File: config.mk
export PLATFORM = sky130hd
export DESIGN_NAME = ata_ctrl
export DESIGN_NICKNAME = d
export VERILOG_FILES = /design/src/design/ata_pkg.sv /design/src/design/ata_ctrl.sv
export SDC_FILE = /design/constraint.sdc
export NUM_CORES = 1
export LEC_CHECK = 0
export ABC_AREA = 1
export BUFFER_PORTS_ARGS = -buffer_cell sky130_fd_sc_hd__buf_2
export CAP_MARGIN = 10
export CORE_ASPECT_RATIO = 0.7
export CORE_UTILIZATION = 35
export DETAILED_ROUTE_END_ITERATION = 7
export PLACE_DENSITY = 0.66
export SLEW_MARGIN = 25
export SYNTH_ARGS = -nofsm -noshare
export SYNTH_HDL_FRONTEND = slang
export SYNTH_SLANG_ARGS = --single-unit
File: constraint.sdc
create_clock -name clk -period 4.87 [get_ports clk]
set_clock_uncertainty 0.05 [all_clocks]
set_input_delay 0.2435 -clock clk [delete_from_list [all_inputs] [get_ports clk]]
set_output_delay 0.2435 -clock clk [all_outputs]
set_load 0.05 [all_outputs]
File: src/design/ata_pkg.sv
// Shared types, constants and sine/cosine quarter tables for the affine
// transform accumulator. No dependencies.
package ata_pkg;

  localparam int FRAC_BITS        = 16;
  localparam int SINE_TABLE_DEPTH = 1024;

  localparam int DW        = 32;
  localparam int ANG_W     = 18;
  localparam int NUM_ENT   = 12;
  localparam int IDX_W     = 4;
  localparam int FULL_TURN = 92160;
  localparam int RED_W     = 17;
  localparam int KW        = $clog2(SINE_TABLE_DEPTH);
  localparam int JW        = KW - 2;
  localparam int QD        = SINE_TABLE_DEPTH / 4;
  localparam int TW        = FRAC_BITS + 2;
  localparam int NW        = RED_W + KW;
  localparam int RS        = NW + 17;
  localparam int RW        = NW + 1;
  localparam int PW        = 2 * DW - FRAC_BITS;
  localparam int AW        = PW + 2;

  localparam logic [RW-1:0] RECIP = RW'((64'd1 << RS) / FULL_TURN);
  localparam logic signed [DW-1:0] ONE = DW'(64'd1 << FRAC_BITS);

  localparam longint unsigned Q30_ONE     = 64'd1 << 30;
  localparam longint unsigned HALF_PI_Q30 = 64'd1686629713;

  typedef enum logic [1:0] {
    REQ_IDENT     = 2'd0,
    REQ_TRANSLATE = 2'd1,
    REQ_ROTATE    = 2'd2,
    REQ_APPLY     = 2'd3
  } req_t;

  typedef enum logic [1:0] {
    ST_IDLE,
    ST_ANGLE,
    ST_RUN,
    ST_PUSH
  } state_t;

  typedef enum logic [2:0] {
    OP_X,
    OP_Y,
    OP_Z,
    OP_COS,
    OP_SIN
  } opsel_t;

  typedef enum logic [2:0] {
    ACC_HOLD,
    ACC_LOAD_M,
    ACC_LOAD_P,
    ACC_ADD,
    ACC_SUB
  } acc_op_t;

  typedef enum logic {
    WR_ACC,
    WR_HOLD
  } wr_src_t;

  typedef struct packed {
    logic             in_load;
    logic             ident;
    logic [IDX_W-1:0] rd_idx;
    opsel_t           op_sel;
    acc_op_t          acc_op;
    logic             hold_en;
    logic             wr_en;
    logic [IDX_W-1:0] wr_idx;
    wr_src_t          wr_src;
    logic             res_en;
    logic [1:0]       res_row;
    logic             out_load;
  } dp_cmd_t;

  typedef logic [TW-1:0] qtab_t [QD];

  function automatic longint unsigned m30(input longint unsigned a,
                                          input longint unsigned b);
    return (a * b + (64'd1 << 29)) >> 30;
  endfunction

  function automatic longint unsigned horner(input longint unsigned a2,
                                             input longint unsigned inner,
                                             input int i, input bit is_cos);
    longint unsigned p;
    longint unsigned t;
    p = m30(a2, inner);
    if (!is_cos) begin
      case (i)
        0:       t = p / 156;
        1:       t = p / 110;
        2:       t = p / 72;
        3:       t = p / 42;
        4:       t = p / 20;
        default: t = p / 6;
      endcase
    end else begin
      case (i)
        0:       t = p / 132;
        1:       t = p / 90;
        2:       t = p / 56;
        3:       t = p / 30;
        4:       t = p / 12;
        default: t = p / 2;
      endcase
    end
    return (t < Q30_ONE) ? Q30_ONE - t : 64'd0;
  endfunction

  function automatic logic [TW-1:0] q_round(input longint unsigned v);
    longint unsigned r;
    r = (v + (64'd1 << (29 - FRAC_BITS))) >> (30 - FRAC_BITS);
    return TW'(r);
  endfunction

  // First quadrant magnitudes, rounded to FRAC_BITS fraction bits.
  function automatic qtab_t build_qtab(input bit is_cos);
    qtab_t t;
    longint unsigned a;
    longint unsigned a2;
    longint unsigned si;
    longint unsigned co;
    for (int j = 0; j < QD; j++) begin
      a  = (64'(4 * j) * HALF_PI_Q30) / SINE_TABLE_DEPTH;
      a2 = m30(a, a);
      si = Q30_ONE;
      co = Q30_ONE;
      for (int i = 0; i < 6; i++) begin
        si = horner(a2, si, i, 1'b0);
        co = horner(a2, co, i, 1'b1);
      end
      t[j] = is_cos ? q_round(co) : q_round(m30(a, si));
    end
    return t;
  endfunction

  localparam qtab_t SIN_Q = build_qtab(1'b0);
  localparam qtab_t COS_Q = build_qtab(1'b1);

endpackage

File: src/design/ata_ctrl.sv
// Sequencer: steps rows and micro-steps for each request, drives the
// datapath command word and both handshakes. Depends on ata_pkg.
module ata_ctrl (
  input  logic             clk,
  input  logic             rst,
  input  logic             in_valid,
  input  logic [1:0]       in_req,
  output logic             in_ready,
  output logic             out_valid,
  input  logic             out_ready,
  output ata_pkg::dp_cmd_t cmd
);
  import ata_pkg::*;

  state_t     state, state_next;
  req_t       op, op_next;
  logic [1:0] row, row_next;
  logic [2:0] step, step_next;
  logic       out_valid_next;
  logic [IDX_W-1:0] base;
  logic       last;

  always_ff @(posedge clk) begin
    if (rst) begin
      state     <= ST_IDLE;
      op        <= REQ_IDENT;
      row       <= '0;
      step      <= '0;
      out_valid <= 1'b0;
    end else begin
      state     <= state_next;
      op        <= op_next;
      row       <= row_next;
      step      <= step_next;
      out_valid <= out_valid_next;
    end
  end

  assign base = {row, 2'b00};

  always_comb begin
    state_next     = state;
    op_next        = op;
    row_next       = row;
    step_next      = step;
    out_valid_next = out_valid & ~out_ready;
    in_ready       = 1'b0;
    last           = 1'b0;
    cmd            = '0;
    cmd.res_row    = row;

    unique case (state)
      ST_IDLE: begin
        // refuse words while reset is held
        in_ready = ~rst;
        if (in_valid && !rst) begin
          cmd.in_load = 1'b1;
          op_next     = req_t'(in_req);
          row_next    = '0;
          step_next   = '0;
          state_next  = (req_t'(in_req) == REQ_ROTATE) ? ST_ANGLE : ST_RUN;
        end
      end
      // wait for the angle-to-sine pipeline to settle
      ST_ANGLE: begin
        step_next = step + 3'd1;
        if (step == 3'd3) begin
          step_next  = '0;
          state_next = ST_RUN;
        end
      end
      ST_RUN: begin
        unique case (op) inside
          REQ_IDENT: begin
            cmd.ident  = 1'b1;
            state_next = ST_IDLE;
          end
          REQ_TRANSLATE, REQ_APPLY: begin
            case (step)
              3'd0: begin
                cmd.rd_idx = base + IDX_W'(3);
                cmd.acc_op = ACC_LOAD_M;
              end
              3'd1: begin
                cmd.rd_idx = base;
                cmd.op_sel = OP_X;
              end
              3'd2: begin
                cmd.rd_idx = base + IDX_W'(1);
                cmd.op_sel = OP_Y;
                cmd.acc_op = ACC_ADD;
              end
              3'd3: begin
                cmd.rd_idx = base + IDX_W'(2);
                cmd.op_sel = OP_Z;
                cmd.acc_op = ACC_ADD;
              end
              3'd4: cmd.acc_op = ACC_ADD;
              default: begin
                last = 1'b1;
                if (op == REQ_APPLY) begin
                  cmd.res_en = 1'b1;
                end else begin
                  cmd.wr_en  = 1'b1;
                  cmd.wr_idx = base + IDX_W'(3);
                  cmd.wr_src = WR_ACC;
                end
              end
            endcase
          end
          REQ_ROTATE: begin
            case (step)
              3'd0: begin
                cmd.rd_idx = base;
                cmd.op_sel = OP_COS;
              end
              3'd1: begin
                cmd.rd_idx = base + IDX_W'(1);
                cmd.op_sel = OP_SIN;
                cmd.acc_op = ACC_LOAD_P;
              end
              3'd2: begin
                cmd.rd_idx = base + IDX_W'(1);
                cmd.op_sel = OP_COS;
                cmd.acc_op = ACC_ADD;
              end
              3'd3: begin
                // park the new column 0 value, start column 1
                cmd.rd_idx  = base;
                cmd.op_sel  = OP_SIN;
                cmd.hold_en = 1'b1;
                cmd.acc_op  = ACC_LOAD_P;
              end
              3'd4: cmd.acc_op = ACC_SUB;
              3'd5: begin
                cmd.wr_en  = 1'b1;
                cmd.wr_idx = base + IDX_W'(1);
                cmd.wr_src = WR_ACC;
              end
              default: begin
                last       = 1'b1;
                cmd.wr_en  = 1'b1;
                cmd.wr_idx = base;
                cmd.wr_src = WR_HOLD;
              end
            endcase
          end
          default: state_next = ST_IDLE;
        endcase
        if (op != REQ_IDENT) begin
          step_next = step + 3'd1;
          if (last) begin
            step_next = '0;
            if (row == 2'd2) begin
              state_next = (op == REQ_APPLY) ? ST_PUSH : ST_IDLE;
            end else begin
              row_next = row + 2'd1;
            end
          end
        end
      end
      ST_PUSH: begin
        if (!out_valid || out_ready) begin
          cmd.out_load   = 1'b1;
          out_valid_next = 1'b1;
          state_next     = ST_IDLE;
        end
      end
      default: state_next = ST_IDLE;
    endcase
  end

endmodule

==> results of run 1 <==
## per-layer routing
metal,track usage (%),share of wire [%],vias to the layer above
met5,0,0,-
met4,2.55,0.42,0
met3,5.00,6.5,2
met2,23.0,38,30
met1,26.1,55,477
li1,-,-,589
## cells in the mapped netlist
library cell | count | area, sq um
nor2_4 | 1 | 11.3
nor2_1 | 20 | 75.1
o21ai_0 | 6 | 30.0
ha_1 | 12 | 150
nand4_4 | 1 | 21.3
nand2_2 | 3 | 18.8
a21oi_1 | 9 | 45.0
nand2_1 | 37 | 139
dfxtp_1 | 10 | 200
o21ai_1 | 5 | 25.0
and2_1 | 1 | 6.26
o22ai_1 | 1 | 6.26
inv_2 | 3 | 11.3
nand4_1 | 1 | 6.26
inv_1 | 22 | 82.6
nand3_2 | 2 | 20.0
a21oi_2 | 1 | 8.76
o21ai_2 | 2 | 17.5
nand3_1 | 9 | 45.0
a31oi_1 | 3 | 18.8
nor3_1 | 3 | 15.0
inv_6 | 1 | 8.76
o31ai_1 | 2 | 15.0
buf_4 | 2 | 15.0
buf_2 | 1 | 5.00
clkinv_1 | 1 | 3.75
o211ai_1 | 1 | 7.51
nor2_2 | 4 | 25.0
## cells by family after synthesis
group | Yosys count
AO/OA/AOI/OAI | 30
buffers and inverters | 30
flip-flops | 10
adder cells (fa/ha/maj) | 12
AND/OR/NAND/NOR | 82
## cell type report
class	instances	area (sq um)
fill	299	1550
inverter	27	106
timing repair buffer	30	150
sequential	10	200
tap	36	45.0
clock buffer	3	41.3
multi-input combinational	124	707
## flip-flops by register name, indices dropped and copies added, names as in the netlist
signal,cells
out_valid,1
state,2
op,2
row,2
step,3
## where the power goes
part           internal [mW]  switching [mW]  leakage [nW]
Clock                 0.0540          0.0309        0.0216
Combinational         0.0777           0.193         0.500
Sequential            0.0987          0.0208        0.0817
## worst max-delay path by stage
stage,end,slack (ps)
after global placement,cmd[8],2670
final,cmd[7],2340
after global routing,cmd[8],2090
after detailed placement,cmd[7],2600
after CTS,cmd[7],2330
after floorplan,cmd[7],2070
## per-stage QoR
step                cell area (sq um)  power, mW  setup WS [ps]  hold WS (ps)
detailed placement               1210      0.392           2600           414
global placement                 1210      0.395           2670           414
CTS                              1250      0.478           2330           170
floorplan                        1030      0.339           2070           306
global route                     1250      0.514           2090           190
finish                           1250      0.475           2340           174
## worst min-delay path, cell delays in order
cell and delay [ps]:
buf_2 90, nand2_1 40, o31ai_1 50
## cells in the final DEF (no fill, tap or decap), drive strengths merged
master / count
inv: 26
nor2: 25
nand3: 11
ha: 12
o31ai: 2
and2: 1
o22ai: 1
a31oi: 3
o211ai: 1
clkinv: 1
nand2: 40
clkbuf: 3
nand4: 2
o21ai: 13
dfxtp: 10
buf: 30
a21oi: 10
nor3: 3
==> out/results.txt, run 1 <==
Outcome: complete, no violations
WL final: 2390 um
Core area: 2800 sq um
# Post-CTS Setup Buffers: 0
Post-Synth XOR/XNOR Area: 0%
Die Area: 3180 sq um
Vias in the first global route: 877
Final nets: 214
CP Capture Type: output port
Diode count: 0
Leakage: 0.604 nW
RSZ-0062 raised after global routing: false
Worst r2r src: state[0]
Worst path depth: 12
Worst path slowest cell: dfxtp_1
Hold Crit Endpoint: op[0]
Worst Setup Start Kind: flop
Initial antenna violation count: 0
H-tree levels: 1
Overflow after GRT: 0
Fin. Hold Viols: 0
Layout cell share with drive strength beyond 1: 26.3%
P&R area growth vs syn: 20.9%
Worst Path Arrival: 2230 ps
Syn nets: 182
Peak Freq: 396 MHz
Max rail drop VDD: 187 uV
I/O Buffers: 30
Starting DRC count in detailed routing: 54
Clock transition at path regs: 50 ps
First-pass GRT wire length: 3880 um
Pin count of the biggest net entering global routing: 12
Max cap viols: 0
Distinct cells, synth: 28
Reg2reg path depth: 8
Combinational family with the most area after synthesis: simple AND/OR/NAND/NOR gates
Register bit total from synthesis: 10
Final setup viols: 0
Fin. max-slew vios: 0
Post-Synth Simple-Gate Area: 37.0%
IO Pins: 31
R2R setup slack: 2870 ps
Max FO, Critical Path: 8
CP peak stage delay: 480 ps
Cts repair resizes: 0
Vias per cell: 4.77
WHS Path Cells: 3
Placed cells: 227
Maximum clock path buffer count: 2
Fin util: 44.6%
Synth warn: 0
RR Endpoint: row[0]
Period minus WS final: 2530 ps
Synth Area in Compound Gates: 16.8%
Drt first pass iters: 4
Rel. slew slack: 63.4%
Post-route insts no fill: 230
Setup TNS Final: 0 ps
Hold_sp: in_req[0]
Antenna-violating nets left: 0
HP Class: primary input to flop
Number of buffers created by CTS: 3
Clock latency on the worst-skew pair: 240 ps
CTS tree: yes
Post-synthesis cell area: 1030 sq um
Post-Synthesis Cells: 164
WL/cell: 10.4 um
Worst slew pin tran: 549 ps
Seq/Total Area, Yosys: 19.4%
Tcrit/Tclk final: 51.9%
Row cnt: 16
PD cells: 380 nW/um^2
Vias: 1098
DRC violations left: 0
Clk sinks: 10
Die span in y: 47.5 um
Average cell area after synthesis: 6.30 sq um
Mux cell area share after synthesis: 0%
WP buf/inv: 4
Post-CTS Hold Buffers: 0
DIE WIDTH: 67.0 um
Crit Path Class: flop to output port
Gpl congestion: 0.867
Gr usage total: 16.9%
Hpwl dp: 1990 um
CP top delay family: simple AND/OR/NAND/NOR gates
Root Driver: clkbuf_8
Initial Util: 36.9%
Crit path top cell by count: nor2_2
Adder-cell area share of the yosys netlist: 14.5%
Sequence of cells on the critical path: inv_2 -> ha_1 -> clkinv_1 -> nand2_1 -> nor2_2 -> nand4_1 -> o21ai_1 -> inv_1 -> nor2_2 -> nor2_2 -> nor2_1 -> buf_2
WP data required: 4580 ps
Worst Setup SP: step[2]
No activity file was read; power rests on OpenSTA's default activity.
==> run 2, diff against run 1 <==
PLACE_DENSITY = 0.68   (was 0.66)
clock period = 2.2 ns   (was 4.87 ns; I/O delays follow)
==> run 2 against run 1 <==
  * Core utilization increased by 3.0 points
  * Combinational power increased by 130%
  * Via count increased by 3.0%
  * Clock power increased by 120%
  * Die area unchanged
  * Critical path type unchanged
  * Largest cell class unchanged
==> out/results.txt, run 2 (synthesized netlist as in run 1, its figures left out) <==
Layout cell share with drive strength beyond 1: 32.8% (was 26.3%)
Core area: 2800 sq um (unchanged)
Final nets: 218 (was 214)
Row cnt: 16 (unchanged)
I/O Buffers: 30 (unchanged)
Max reg flops: 3 (unchanged)
Worst path slowest cell: dfxtp_4 (was dfxtp_1)
Peak Freq: 472 MHz
Tcrit/Tclk final: 96.3%
CP Capture Type: output port (unchanged)
Worst Setup Start Kind: flop (unchanged)
Initial antenna violation count: 0 (unchanged)
Fin. max-slew vios: 0 (unchanged)
WP buf/inv: 3 (was 4)
Die span in y: 47.5 um (unchanged)
Clock transition at path regs: 50 ps (about the same)
Pin count of the biggest net entering global routing: 11 (was 12)
CP peak stage delay: 360 ps (was 480 ps)
Diode count: 0 (unchanged)
Overflow after GRT: 0 (unchanged)
Root Driver: clkbuf_8 (unchanged)
DRC violations left: 0 (unchanged)
DIE WIDTH: 67.0 um (unchanged)
Worst slew pin tran: 425 ps (was 549 ps)
Setup TNS Final: 0 ps (unchanged)
PD cells: 813 nW/um^2 (was 380 nW/um^2)
IO Pins: 31 (unchanged)
Fin. Hold Viols: 0 (unchanged)
Maximum clock path buffer count: 2 (unchanged)
HP Class: primary input to flop (unchanged)
H-tree levels: 1 (unchanged)
Sequence of cells on the critical path: ha_2 -> ha_2 -> clkinv_1 -> nand2_1 -> nor2_4 -> nand4_1 -> o21ai_1 -> inv_1 -> nor2_4 -> nor2_2 -> nor2_2 -> buf_6 (was inv_2 -> ha_1 -> clkinv_1 -> nand2_1 -> nor2_2 -> nand4_1 -> o21ai_1 -> inv_1 -> nor2_2 -> nor2_2 -> nor2_1 -> buf_2)
Place WS: 171 ps (was 2600 ps)
Crit Path Class: flop to output port (unchanged)
Rel. slew slack: 71.6% (was 63.4%)
CTS tree: yes (unchanged)
Post-route setup slack: 82.2 ps (was 2340 ps)
First-pass GRT wire length: 4110 um (was 3880 um)
Top reg by flops: step (unchanged)
Post-route insts no fill: 234 (was 230)
Drt first pass iters: 4 (unchanged)
Die Area: 3180 sq um (unchanged)
Clk sinks: 10 (unchanged)
Most frequent cells in the layout: nand2_1, buf_2, inv_1 (unchanged)
Period minus WS final: 2120 ps
P&R area growth vs syn: 29.2% (was 20.9%)
Outcome: complete, no violations (unchanged)
WL final: 2540 um (was 2390 um)
Worst Path Arrival: 1960 ps (was 2230 ps)
Starting DRC count in detailed routing: 32 (was 54)
Max rail drop VDD: 355 uV (was 187 uV)
Initial Util: 36.9% (unchanged)
Vias in the first global route: 896 (was 877)
Vias: 1131 (was 1098)
Antenna-violating nets left: 0 (unchanged)
Max FO, Critical Path: 5 (was 8)
Hpwl dp: 2050 um (was 1990 um)
Most common cell after layout, fill and taps aside: nand2_1 (unchanged)
WL/cell: 10.8 um (was 10.4 um)
CP top delay family: simple AND/OR/NAND/NOR gates (unchanged)
Leakage: 0.624 nW (was 0.604 nW)
Vias per cell: 4.83 (was 4.77)
Final setup viols: 0 (unchanged)
Gpl congestion: 0.885 (was 0.867)
Gr usage total: 18.2% (was 16.9%)
Number of buffers created by CTS: 3 (unchanged)
Max cap viols: 0 (unchanged)
WP data required: 2040 ps (was 4580 ps)
Clock latency on the worst-skew pair: 240 ps (about the same)
Placed cells: 230 (was 227)
## run 2: cell types whose count changed in the layout (fill, tap and decap cells not counted), sizes merged
cell,previous run,this run
buf,30,34
## run 2: cell type report
cell class | instances | area, sq um
fill | 287 | 1470
multi-input combinational | 124 | 739
inverter | 27 | 106
clock buffer | 3 | 41.3
sequential | 10 | 208
tap | 36 | 45.0
timing repair buffer | 34 | 195
## run 2: routing by layer
| layer | GRT usage, % | routed length (um) | vias up |
|---|---|---|---|
| met5 | 0 | 0 | - |
| met4 | 7.66 | 38 | 0 |
| met3 | 5.71 | 147 | 5 |
| met2 | 25.1 | 967 | 33 |
| met1 | 26.0 | 1390 | 490 |
| li1 | - | - | 603 |
## run 2: path summary, 6_finish.rpt
check                  from        to  slack, ps  depth (start not counted)
setup / recovery    step[0]    cmd[8]         80                         12
hold / removal    in_req[0]     op[0]         40                          3
setup reg to reg   state[0]   step[1]        300                          8
hold reg to reg    state[1]  state[1]        470                          2
## run 2: per-stage QoR
stage | total power, mW | hold slack, ps | cell area [sq um] | util, %
floorplan | 0.759 | 173 | 1050 | -
global placement | 0.884 | 280 | 1250 | 44.6
detailed placement | 0.885 | 281 | 1250 | 44.6
CTS | 1.08 | 35.2 | 1300 | 46.4
global route | 1.17 | 61.1 | 1340 | 47.6
finish | 1.09 | 35.1 | 1340 | 47.6
## run 2: timing repair
item | CTS | global route
gates resized for setup | 4 | 10
buffers inserted | 0 | 1
hold buffers | 0 | 0
pin swaps | 0 | 2
endpoints found under the setup margin | 3 | 4
## run 2: power breakdown
part           switching [mW]  total, mW  leakage (nW)  internal [mW]
Combinational           0.441      0.624         0.519          0.183
Clock                  0.0707      0.190        0.0216          0.120
Sequential             0.0516      0.271        0.0833          0.220
## run 2: worst reg2reg max path, cell delays in order (launching register included)
cell	delay, ps
dfxtp_1	420
inv_1	120
ha_1	350
buf_4	220
nand2_1	100
nand3_1	150
nor2_1	200
nand3_1	100
a21oi_1	120
